[src/sv/ilfc_pkg.sv]
// Shared types and constants of the IRC line framer and classifier.
`default_nettype none

package ilfc_pkg;

    localparam logic [7:0] CHAR_LF    = 8'h0A;
    localparam logic [7:0] CHAR_CR    = 8'h0D;
    localparam logic [7:0] CHAR_NUL   = 8'h00;
    localparam logic [7:0] CHAR_COLON = 8'h3A;
    localparam logic [7:0] CHAR_SPACE = 8'h20;
    localparam logic [7:0] CHAR_LC_A  = 8'h61;
    localparam logic [7:0] CHAR_LC_Z  = 8'h7A;
    localparam logic [7:0] CASE_DIFF  = 8'h20;

    localparam int          CMD_MAX   = 7;
    localparam int          WIN_LEN   = 12;
    localparam int          LEN_W     = 9;
    localparam logic [8:0]  LEN_MAX   = 9'd511;

    // Needles, first character in the top byte.
    localparam logic [31:0] NEEDLE_PING    = "PING";
    localparam logic [39:0] NEEDLE_ERROR   = "ERROR";
    localparam logic [95:0] NEEDLE_CLOSING = "CLOSING LINK";
    localparam logic [95:0] NEEDLE_TIMEOUT = "PING TIMEOUT";

    typedef enum logic [4:0] {
        CLS_OTHER,
        CLS_PING,
        CLS_001,
        CLS_376,
        CLS_422,
        CLS_433,
        CLS_451,
        CLS_PRIVMSG,
        CLS_JOIN,
        CLS_PART,
        CLS_QUIT,
        CLS_NICK,
        CLS_TOPIC,
        CLS_332,
        CLS_353,
        CLS_366,
        CLS_ERROR
    } cmd_class_t;

    // Command token, character k at index k.
    typedef logic [CMD_MAX-1:0][7:0] cmd_chars_t;

    // Command patterns, left-justified, zero padded; entry n is class n+1.
    localparam int CMD_COUNT = 16;
    localparam logic [8*CMD_MAX-1:0] CMD_PATTERN [CMD_COUNT] = '{
        {"PING",    24'h0},
        {"001",     32'h0},
        {"376",     32'h0},
        {"422",     32'h0},
        {"433",     32'h0},
        {"451",     32'h0},
        {"PRIVMSG"},
        {"JOIN",    24'h0},
        {"PART",    24'h0},
        {"QUIT",    24'h0},
        {"NICK",    24'h0},
        {"TOPIC",   16'h0},
        {"332",     32'h0},
        {"353",     32'h0},
        {"366",     32'h0},
        {"ERROR",   16'h0}
    };

    typedef struct packed {
        logic       fatal_flag;
        logic       notice_flag;
        logic       ping_found;
        cmd_class_t command_class;
        logic       has_prefix;
        logic [8:0] line_length;
    } result_t;

endpackage

`default_nettype wire

[src/sv/ilfc_cmd_class.sv]
// Command token classifier: maps an upper-cased token to its command class.
`default_nettype none

module ilfc_cmd_class
    import ilfc_pkg::*;
(
    input  wire cmd_chars_t cmd_chars,
    input  wire logic [3:0] cmd_len,
    output cmd_class_t      cmd_class
);

    logic [8*CMD_MAX-1:0] token;

    always_comb
    begin
        // first character to the top byte
        for (int k = 0; k < CMD_MAX; k++)
        begin
            token[8*(CMD_MAX-1-k) +: 8] = cmd_chars[k];
        end
    end

    // Token bytes are never zero, so the padded compare also checks length.
    always_comb
    begin
        cmd_class = CLS_OTHER;
        if (cmd_len <= 4'(CMD_MAX))
        begin
            for (int n = CMD_COUNT - 1; n >= 0; n--)
            begin
                if (token == CMD_PATTERN[n])
                begin
                    cmd_class = cmd_class_t'(5'(n + 1));
                end
            end
        end
    end

endmodule

`default_nettype wire

[src/sv/irc_line_framer_classifier.sv]
// Top level of the IRC line framer and classifier.
//
// Usage:
//   s_* carries one received byte per item in s_tdata[7:0]. Lines end at LF.
//   A CR just before the LF is dropped, content after a NUL byte is ignored,
//   empty lines give nothing, and a line that outgrows LINE_CAPACITY-1
//   stored bytes is dropped through its LF.
//   m_* carries one item per kept line, sent for its LF byte.
// Output: once its LF is accepted, the LF sits in the input register, then
//   updates into the result register that drives m_tvalid.
// Throughput: one byte per cycle while no result waits on m_tready; the
//   per-byte framing, window match and token parse are all combinational
//   between the input register and the line state / result registers.
// Stall: while a result waits on m_tready, the byte in the input register
//   is held and s_tready drops once that register is full; nothing is lost.
// Reset: rst_n clears the line state, the discard flag and both valid bits;
//   the block starts at a line start.
`default_nettype none

module irc_line_framer_classifier
    import ilfc_pkg::*;
#(
    parameter int LINE_CAPACITY = 512
)
(
    input  wire logic        clk,
    input  wire logic        rst_n,
    input  wire logic        s_tvalid,
    output logic             s_tready,
    input  wire logic [7:0]  s_tdata,   // [7:0] data_byte
    output logic             m_tvalid,
    input  wire logic        m_tready,
    output logic [23:0]      m_tdata    // [8:0] line_length, [9] has_prefix,
                                        // [14:10] command_class, [15] ping_found,
                                        // [16] notice_flag, [17] fatal_flag, rest zero
);

    localparam int CNT_W = $clog2(LINE_CAPACITY);
    localparam int EXT_W = (CNT_W > LEN_W) ? CNT_W : LEN_W;
    localparam logic [CNT_W-1:0] STORE_LIMIT = CNT_W'(LINE_CAPACITY - 1);

    typedef enum logic [2:0] {
        PH_START,
        PH_PREFIX,
        PH_SKIP,
        PH_CMD,
        PH_DONE
    } phase_t;

    typedef struct packed {
        logic [CNT_W-1:0]          byte_count;     // stored bytes, CRs and post-NUL too
        logic [CNT_W-1:0]          content_count;  // kept bytes before NUL
        logic                      pending_cr;
        logic                      zero_seen;
        phase_t                    phase;
        logic                      prefix_seen;
        cmd_chars_t                cmd_chars;
        logic [3:0]                cmd_len;        // saturates at CMD_MAX+1
        logic [WIN_LEN-1:0][7:0]   recent;         // newest at index 0
        logic [3:0]                match_flags;    // PING, ERROR, CLOSING, TIMEOUT
    } line_state_t;

    // One content byte into the line state.
    function automatic line_state_t feed(line_state_t s, logic [7:0] c);
        line_state_t r;
        logic [7:0]  uc;
        logic        add_cmd;
        r       = s;
        uc      = (c >= CHAR_LC_A && c <= CHAR_LC_Z) ? (c - CASE_DIFF) : c;
        add_cmd = 1'b0;
        if (!s.zero_seen)
        begin
            if (c == CHAR_NUL)
            begin
                r.zero_seen = 1'b1;
            end
            else
            begin
                r.content_count = s.content_count + CNT_W'(1);
                r.recent = {s.recent[WIN_LEN-2:0], uc};
                if (r.recent[3:0] == NEEDLE_PING)
                    r.match_flags[0] = 1'b1;
                if (r.recent[4:0] == NEEDLE_ERROR)
                    r.match_flags[1] = 1'b1;
                if (r.recent == NEEDLE_CLOSING)
                    r.match_flags[2] = 1'b1;
                if (r.recent == NEEDLE_TIMEOUT)
                    r.match_flags[3] = 1'b1;
                case (s.phase)
                    PH_START:
                    begin
                        if (c == CHAR_COLON)
                        begin
                            r.prefix_seen = 1'b1;
                            r.phase       = PH_PREFIX;
                        end
                        else if (c == CHAR_SPACE)
                        begin
                            r.phase = PH_DONE;
                        end
                        else
                        begin
                            add_cmd = 1'b1;
                            r.phase = PH_CMD;
                        end
                    end
                    PH_PREFIX:
                    begin
                        if (c == CHAR_SPACE)
                            r.phase = PH_SKIP;
                    end
                    PH_SKIP:
                    begin
                        if (c != CHAR_SPACE)
                        begin
                            add_cmd = 1'b1;
                            r.phase = PH_CMD;
                        end
                    end
                    PH_CMD:
                    begin
                        if (c == CHAR_SPACE)
                            r.phase = PH_DONE;
                        else
                            add_cmd = 1'b1;
                    end
                    default:
                    begin
                    end
                endcase
                if (add_cmd)
                begin
                    if (s.cmd_len < 4'(CMD_MAX))
                        r.cmd_chars[s.cmd_len[2:0]] = uc;
                    if (s.cmd_len <= 4'(CMD_MAX))
                        r.cmd_len = s.cmd_len + 4'd1;
                end
            end
        end
        return r;
    endfunction

    // input register
    logic        in_valid_reg;
    logic [7:0]  in_byte_reg;

    // line state
    line_state_t st_reg, st_next;
    logic        disc_reg, disc_next;

    // result register
    logic        out_valid_reg;
    result_t     out_reg;

    logic        proc_ready;
    logic        proc_fire;
    logic        emit;
    result_t     result;
    cmd_class_t  cmd_class;
    logic [EXT_W-1:0] count_ext;

    assign proc_ready = !out_valid_reg || m_tready;
    assign proc_fire  = in_valid_reg && proc_ready;
    assign s_tready   = !in_valid_reg || proc_ready;

    ilfc_cmd_class u_cmd_class (
        .cmd_chars (st_reg.cmd_chars),
        .cmd_len   (st_reg.cmd_len),
        .cmd_class (cmd_class)
    );

    // Result fields from the line state before its LF clears it.
    always_comb
    begin
        count_ext            = EXT_W'(st_reg.content_count);
        result.line_length   = (count_ext > EXT_W'(LEN_MAX)) ? LEN_MAX : count_ext[LEN_W-1:0];
        result.has_prefix    = st_reg.prefix_seen;
        result.command_class = cmd_class;
        result.ping_found    = st_reg.match_flags[0];
        result.notice_flag   = |st_reg.match_flags[3:1];
        result.fatal_flag    = (cmd_class == CLS_ERROR) || (|st_reg.match_flags[3:2]);
    end

    // Per-byte framing.
    always_comb
    begin
        line_state_t s;
        s         = st_reg;
        st_next   = st_reg;
        disc_next = disc_reg;
        emit      = 1'b0;
        if (in_byte_reg == CHAR_LF)
        begin
            emit      = !disc_reg && (st_reg.content_count != '0);
            st_next   = '0;
            disc_next = 1'b0;
        end
        else if (!disc_reg)
        begin
            if (st_reg.byte_count < STORE_LIMIT)
            begin
                s.byte_count = st_reg.byte_count + CNT_W'(1);
                // a held CR turns out to be content
                if (st_reg.pending_cr)
                begin
                    s = feed(s, CHAR_CR);
                    s.pending_cr = 1'b0;
                end
                if (in_byte_reg == CHAR_CR)
                    s.pending_cr = 1'b1;
                else
                    s = feed(s, in_byte_reg);
                st_next = s;
            end
            else
            begin
                // overflow: drop the line through its LF
                st_next   = '0;
                disc_next = 1'b1;
            end
        end
    end

    always_ff @(posedge clk or negedge rst_n)
    begin
        if (!rst_n)
        begin
            in_valid_reg  <= 1'b0;
            out_valid_reg <= 1'b0;
            st_reg        <= '0;
            disc_reg      <= 1'b0;
        end
        else
        begin
            if (s_tready)
                in_valid_reg <= s_tvalid;
            if (proc_fire)
            begin
                st_reg   <= st_next;
                disc_reg <= disc_next;
            end
            if (proc_fire && emit)
                out_valid_reg <= 1'b1;
            else if (m_tready)
                out_valid_reg <= 1'b0;
        end
    end

    always_ff @(posedge clk)
    begin
        if (s_tready && s_tvalid)
            in_byte_reg <= s_tdata;
        if (proc_fire && emit)
            out_reg <= result;
    end

    assign m_tvalid = out_valid_reg;
    assign m_tdata  = 24'(out_reg);

`ifndef SYNTHESIS
    a_len_nonzero: assert property (@(posedge clk) disable iff (!rst_n)
        m_tvalid |-> (out_reg.line_length != '0))
        else $error("result with empty line");

    a_count_order: assert property (@(posedge clk) disable iff (!rst_n)
        st_reg.content_count <= st_reg.byte_count)
        else $error("content count above stored count");

    a_discard_clear: assert property (@(posedge clk) disable iff (!rst_n)
        disc_reg |-> (st_reg.byte_count == '0 && !st_reg.pending_cr))
        else $error("line state kept while discarding");

    a_fatal_cause: assert property (@(posedge clk) disable iff (!rst_n)
        (m_tvalid && out_reg.fatal_flag) |->
            (out_reg.notice_flag || out_reg.command_class == CLS_ERROR))
        else $error("fatal flag without cause");

    a_cr_stored: assert property (@(posedge clk) disable iff (!rst_n)
        st_reg.pending_cr |-> (st_reg.byte_count != '0))
        else $error("held CR not counted");
`endif

endmodule

`default_nettype wire
[config.mk]
export PLATFORM = sky130hd
export DESIGN_NAME = irc_line_framer_classifier
export DESIGN_NICKNAME = d
export VERILOG_FILES = /design/src/sv/ilfc_pkg.sv /design/src/sv/ilfc_cmd_class.sv /design/src/sv/irc_line_framer_classifier.sv
export SDC_FILE = /design/constraint.sdc
export NUM_CORES = 1
export LEC_CHECK = 0
export BUFFER_PORTS_ARGS = -buffer_cell sky130_fd_sc_hd__buf_2
export CORE_ASPECT_RATIO = 1.75
export CORE_MARGIN = 3
export CORE_UTILIZATION = 40
export CTS_CLUSTER_DIAMETER = 60
export DETAILED_ROUTE_END_ITERATION = 16
export PLACE_DENSITY = 0.52
export RECOVER_POWER = 100
export SLEW_MARGIN = 20
export SYNTH_ARGS = -nofsm -noshare
export SYNTH_HDL_FRONTEND = slang
export SYNTH_SLANG_ARGS = --single-unit
[constraint.sdc]
create_clock -name clk -period 14.5 [get_ports clk]
set_clock_uncertainty 0.1 [all_clocks]
set_input_delay 1.45 -clock clk [delete_from_list [all_inputs] [get_ports clk]]
set_output_delay 1.45 -clock clk [all_outputs]
set_load 0.03 [all_outputs]
* Word-level counts from Yosys, hierarchy flattened
Index checks and enable logic that the tools add are counted.
W data, S select, Z words.
** Cells by class
- Add/sub/neg operators :: 6
- Order comparisons :: 12
- Eq/ne operators :: 32
- Multiplexer cells :: 82
- Bitwise operators :: 3
- Reduce and logical (&&, ||, !) cells :: 23
** Operators with widths (count)
- $mux W184 :: 6
- $eq A56 B54 Y1 const B :: 8
- $eq A56 B55 Y1 const B :: 8
- $mux W165 :: 2
- $eq A96 B95 Y1 const B :: 2
- $mux W175 :: 1
- $mux W164 :: 1
- $mux W160 :: 1
- $mux W60 :: 2
- $mux W56 :: 2
- $mux W5 :: 17
- $bwmux W56 :: 1
- $demux W8 S3 :: 2
- $eq A40 B39 Y1 const B :: 1
- $mux W9 :: 4
- $and A35 B35 Y35 :: 1
- $not A35 Y35 :: 1
- $eq A32 B31 Y1 const B :: 1
- $mux W1 :: 29
- $add A9 B1 Y9 const B :: 3
- $mux W8 :: 3
- $mux W3 :: 7
- $or A21 B21 Y21 :: 1
- $eq A8 B4 Y1 const B :: 2
- 29 further kinds :: 52
** Storage, ports and cells
- Register bits after elaboration :: 213
- Bits of input ports :: 12
- Output and inout bits :: 26
- Word-level logic and storage cells :: 195

* Longest topological paths before layout
- Word-level depth :: 29
- Mapped depth :: 11
- Depth with buffers taken out :: 10

* Hierarchy
Synthesis repeated with hierarchy kept, for this count alone.
** Unflattened totals
- Cells, all modules :: 1231
- Area, all modules :: 11823.8 sq um
** By module, submodules not included
- irc_line_framer_classifier :: times used 1, cells an instance 1101, area each 10864.2 sq um, seq. area each 5260.0 sq um
- ilfc_cmd_class :: times used 1, cells an instance 130, area each 959.7 sq um, seq. area each 0.0 sq um

* Worst setup path after synthesis
OpenSTA, ideal clock, no wires.
- Kind :: input-to-reg
- Start :: input m_tready
- End :: register out_reg, in the netlist m_tdata[0], enable pin
- Setup time :: 0.496 ns
- Arrival :: 4.694 ns
- Required time :: 13.904 ns
- Slack :: 9.210 ns
- Stages on the path :: 3
- Cell sequence :: nand2b_1 -> nand2_1 -> a2111oi_0
** Between the ends
- Cells in the longest elaborated chain, start to end :: 3
** RTL lines
- from (decl) :: line irc_line_framer_classifier.sv:32 : input wire logic m_tready,
- $logic_or A1 B1 Y1 :: line irc_line_framer_classifier.sv:162 : assign proc_ready = !out_valid_reg || m_tready;
- $logic_and A1 B1 Y1 :: line irc_line_framer_classifier.sv:163 : assign proc_fire = in_valid_reg && proc_ready;
- $logic_and A1 B1 Y1 :: line irc_line_framer_classifier.sv:253 : if (proc_fire && emit)
- to (signal assigned) :: line irc_line_framer_classifier.sv:254 : out_reg <= result;
- to (decl) :: line irc_line_framer_classifier.sv:153 : result_t out_reg;
No other way between the ends.
A chain may end at the register's enable or synchronous reset.

==> impl_metrics.csv <==
group,metric,value,unit
global_route,grt_max_degree,93,
critical_path,timing_worst_setup_path_type,"in2async",
place,placed_area,12000,um^2
clock_tree,cts_max_level,1,
die,chipWidth,135,um
synth,synth_async_sr_flop_share,0.873,
routing,final_antenna_net_count,0,
sta,worst_slack,7.60,ns
worst_hold_path,worst_hold_path_type,"reg2reg",
sta,holdWs,0.389,ns
sta,min_period_over_period,0.476,
clock_tree,cts.path.max_buffers,3,
place,dpl.hpwl,27900,um
sta,timing_max_transition_violations_final,439,
pwr,clock_power_share,0.304,
outcome,outcome,"complete, but fails checks",
global_route,grt_first_pass_wirelength,62800,um
die,die_h,232,um
clock_tree,worst_skew_pair.late_latency,0.52,ns
pwr,power.share.switching,0.365,
synth,netlist_instances,1229,
finish,drive_above_1_share,0.0827,
sta,slew_headroom,-2.34,
clock_tree,postCtsSetupBuffers,0,
sta,final.min_clock_period,6.90,ns
finish,largest_reg_flops,165,
pwr,power.combinational.fraction,0.231,
critical_path,critical_path.n_buffers_inverters,2,
critical_path,crit_path_max_incr_delay,3.38,ns
critical_path,worst_path_max_delay_cell,"clkbuf_1",
clock_tree,cts_sinks,205,
global_route,globalRouteTotalUtil,0.256,
die,number_of_i_o_pins,38,
routing,num_vias,10368,
sta,grt_setup_unrepaired,"no",
critical_path,cp.arrival,6.88,ns
place,finalWeightedCongestion,0.926,
synth,yosysSeqAreaShare,0.451,
synth,synth-edff-count,26,
finish,layout.cell_area.non_filler,12700,um^2
routing,drc,0,
critical_path,crit_path_cell_trace,"clkbuf_1, clkbuf_1",
clock_tree,tritoncts,"done",
pwr,power.density_cell_area,148,nW/um^2
pwr,total_power,1.87,mW
job,cap_violations,7,
routing,drt_pre_antenna_iters,9,
synth,yosys.cell_types.count,89,
synth,yosysTopAreaCell,"dfrtp_1",
clock_tree,cts_root_buffer,"clkbuf_16",
routing,total_wirelength,40600,um
synth,ys_ff_latch,205,
routing,detail_route.wl_per_cell,25.4,um
synth,synthMostInstantiatedCell,"dfrtp_1",
finish,layoutNonFillerInstCount,1599,
global_route,antenna_violations_before_repair,0,
die,core-area,28700,um^2
finish,syn2layout_area_growth,8.54,%
pwr,power.sequential.fraction,0.465,
routing,drt-initial-drc-count,969,
die,dieArea,31300,um^2
clock_tree,post_cts_resize_count,0,
synth,avgSynthCellArea,9.49,um^2
sta,max_slew.worst_pin.slew,5.01,ns
synth,post_synth_main_area_contributors,"dfrtp_1 38%, edfxtp_1 6.7%, nand2_1 5.1%",
sta,timing_hold_violations_final,0,
global_route,global_route.overflow_total,0,
die,std_cell_rows,82,
finish,nNetsFinal,1226,
pwr,power.leakage,4.75,nW
sta,total_negative_slack,0,ns
outcome,violations,"capacitance limit, slew limit",
synth,synth.top_cells.by_count,"179 x dfrtp_1, 159 x nand2_1, 75 x o21ai_0",
global_route,first_global_vias,10193,
critical_path,crit_family,"buffers and inverters",
pwr,p_sw,0.682,mW
synth,mappedNetlistArea,11700,um^2
clock_tree,cts-hold-fix-buffers,0,
finish,insertedDiodeCount,0,
place,place_worst_setup_slack,10.13,ns
synth,synth_top_cell_area_share,0.384,
place,place_inst,1559,
clock_tree,worst_setup_hold_path_clk_slew,0.06,ns
critical_path,crit_path_max_fanout,88,
synth,ys_warn_count,0,
critical_path,critPathMostFrequentCell,"clkbuf_1",
critical_path,timing.critical_path.required,14.48,ns
die,initial_core_util,0.406,
sta,setup_violations,0,
sta,fmaxAchievable,0.145,GHz
critical_path,startpoint_types,"primary input",
critical_path,cp-end-kind,"asynchronous set/reset pin",
pwr,internal_power,1.19,mW
clock_tree,numCtsBuffers,22,
routing,detail_route.vias_per_cell,6.48,
finish,postLayoutCoreUtil,0.441,
pwr,ir_worst_vdd,0.0000773,V
place,placement.io_buffers,31,
synth,dominantRegCellSynth,"dfrtp_1",
==> worst paths after layout <==
check                              end            from  slack (ns)  cells past startpoint
setup / recovery            st_reg[81]           rst_n        7.60                      2
hold / removal             st_reg[183]     st_reg[183]        0.39                      1
setup reg to reg            st_reg[15]  in_byte_reg[4]        7.77                      7
hold reg to reg            st_reg[183]     st_reg[183]        0.39                      1
max in group clk            st_reg[15]  in_byte_reg[4]        7.77                      7
min in group asynchronous  st_reg[137]           rst_n        2.59                      1
==> area by class of cell <==
type | count | area, um^2
clock buffers | 26 | 587
clock inverters | 14 | 125
fillers | 2867 | 16100
inverters | 40 | 150
multi-input cells | 889 | 5840
flip-flops and latches | 205 | 5260
well taps | 378 | 473
repair buffers | 47 | 230
==> cell usage in the layout (no fill, tap or decap), drive strengths merged, types with 15 or more instances in the layout <==
cell / n
a22o: 23
nor2: 51
a221o: 21
mux2i: 15
a32o: 15
a31oi: 19
a222oi: 59
buf: 21
nor4: 41
nor3: 33
nand4: 22
inv: 40
edfxtp: 26
dfrtp: 179
clkbuf: 52
a21oi: 27
o21ai: 127
nand2: 160
nor4b: 15
nor4bb: 16
nand3: 37
==> layer usage <==
metal	vias up	GRT usage	wire [um]
li1	4720	-	-
met3	99	0.0284	1560
met2	327	0.469	22000
met5	-	0	0
met4	0	0.128	2150
met1	5222	0.291	14900
==> power groups by stage <==
stage	combinational [mW]	clock (mW)	sequential, mW
3_5_place_dp	0.435	0	0.869
6_report	0.432	0.568	0.868
5_1_grt	0.479	0.601	0.879
3_3_place_gp	0.429	0	0.870
4_1_cts	0.437	0.583	0.861
2_1_floorplan	0.361	0	0.774
==> worst register-to-register path, delay by kind of cell (launching register included) <==
family | cells | cell delay, ns
buf+inv | 1 | 1.82
compound gates | 2 | 1.22
simple gates | 4 | 2.72
flops | 1 | 0.65
==> kinds of logic (layout without fill, tap and decap cells) <==
family | Yosys count | in the layout | share of synthesized area
buffers and inverters | 140 | 127 | 0.0522
AO/OA/AOI/OAI | 361 | 361 | 0.227
XOR/XNOR | 6 | 6 | 0.00450
other | 1 | 6 | 0.000321
multiplexers | 17 | 17 | 0.0159
AND/OR/NAND/NOR | 490 | 490 | 0.240
adder cells (fa/ha/maj) | 9 | 9 | 0.00965
flip-flops | 205 | 205 | 0.451
No activity file was read; power rests on OpenSTA's default activity.
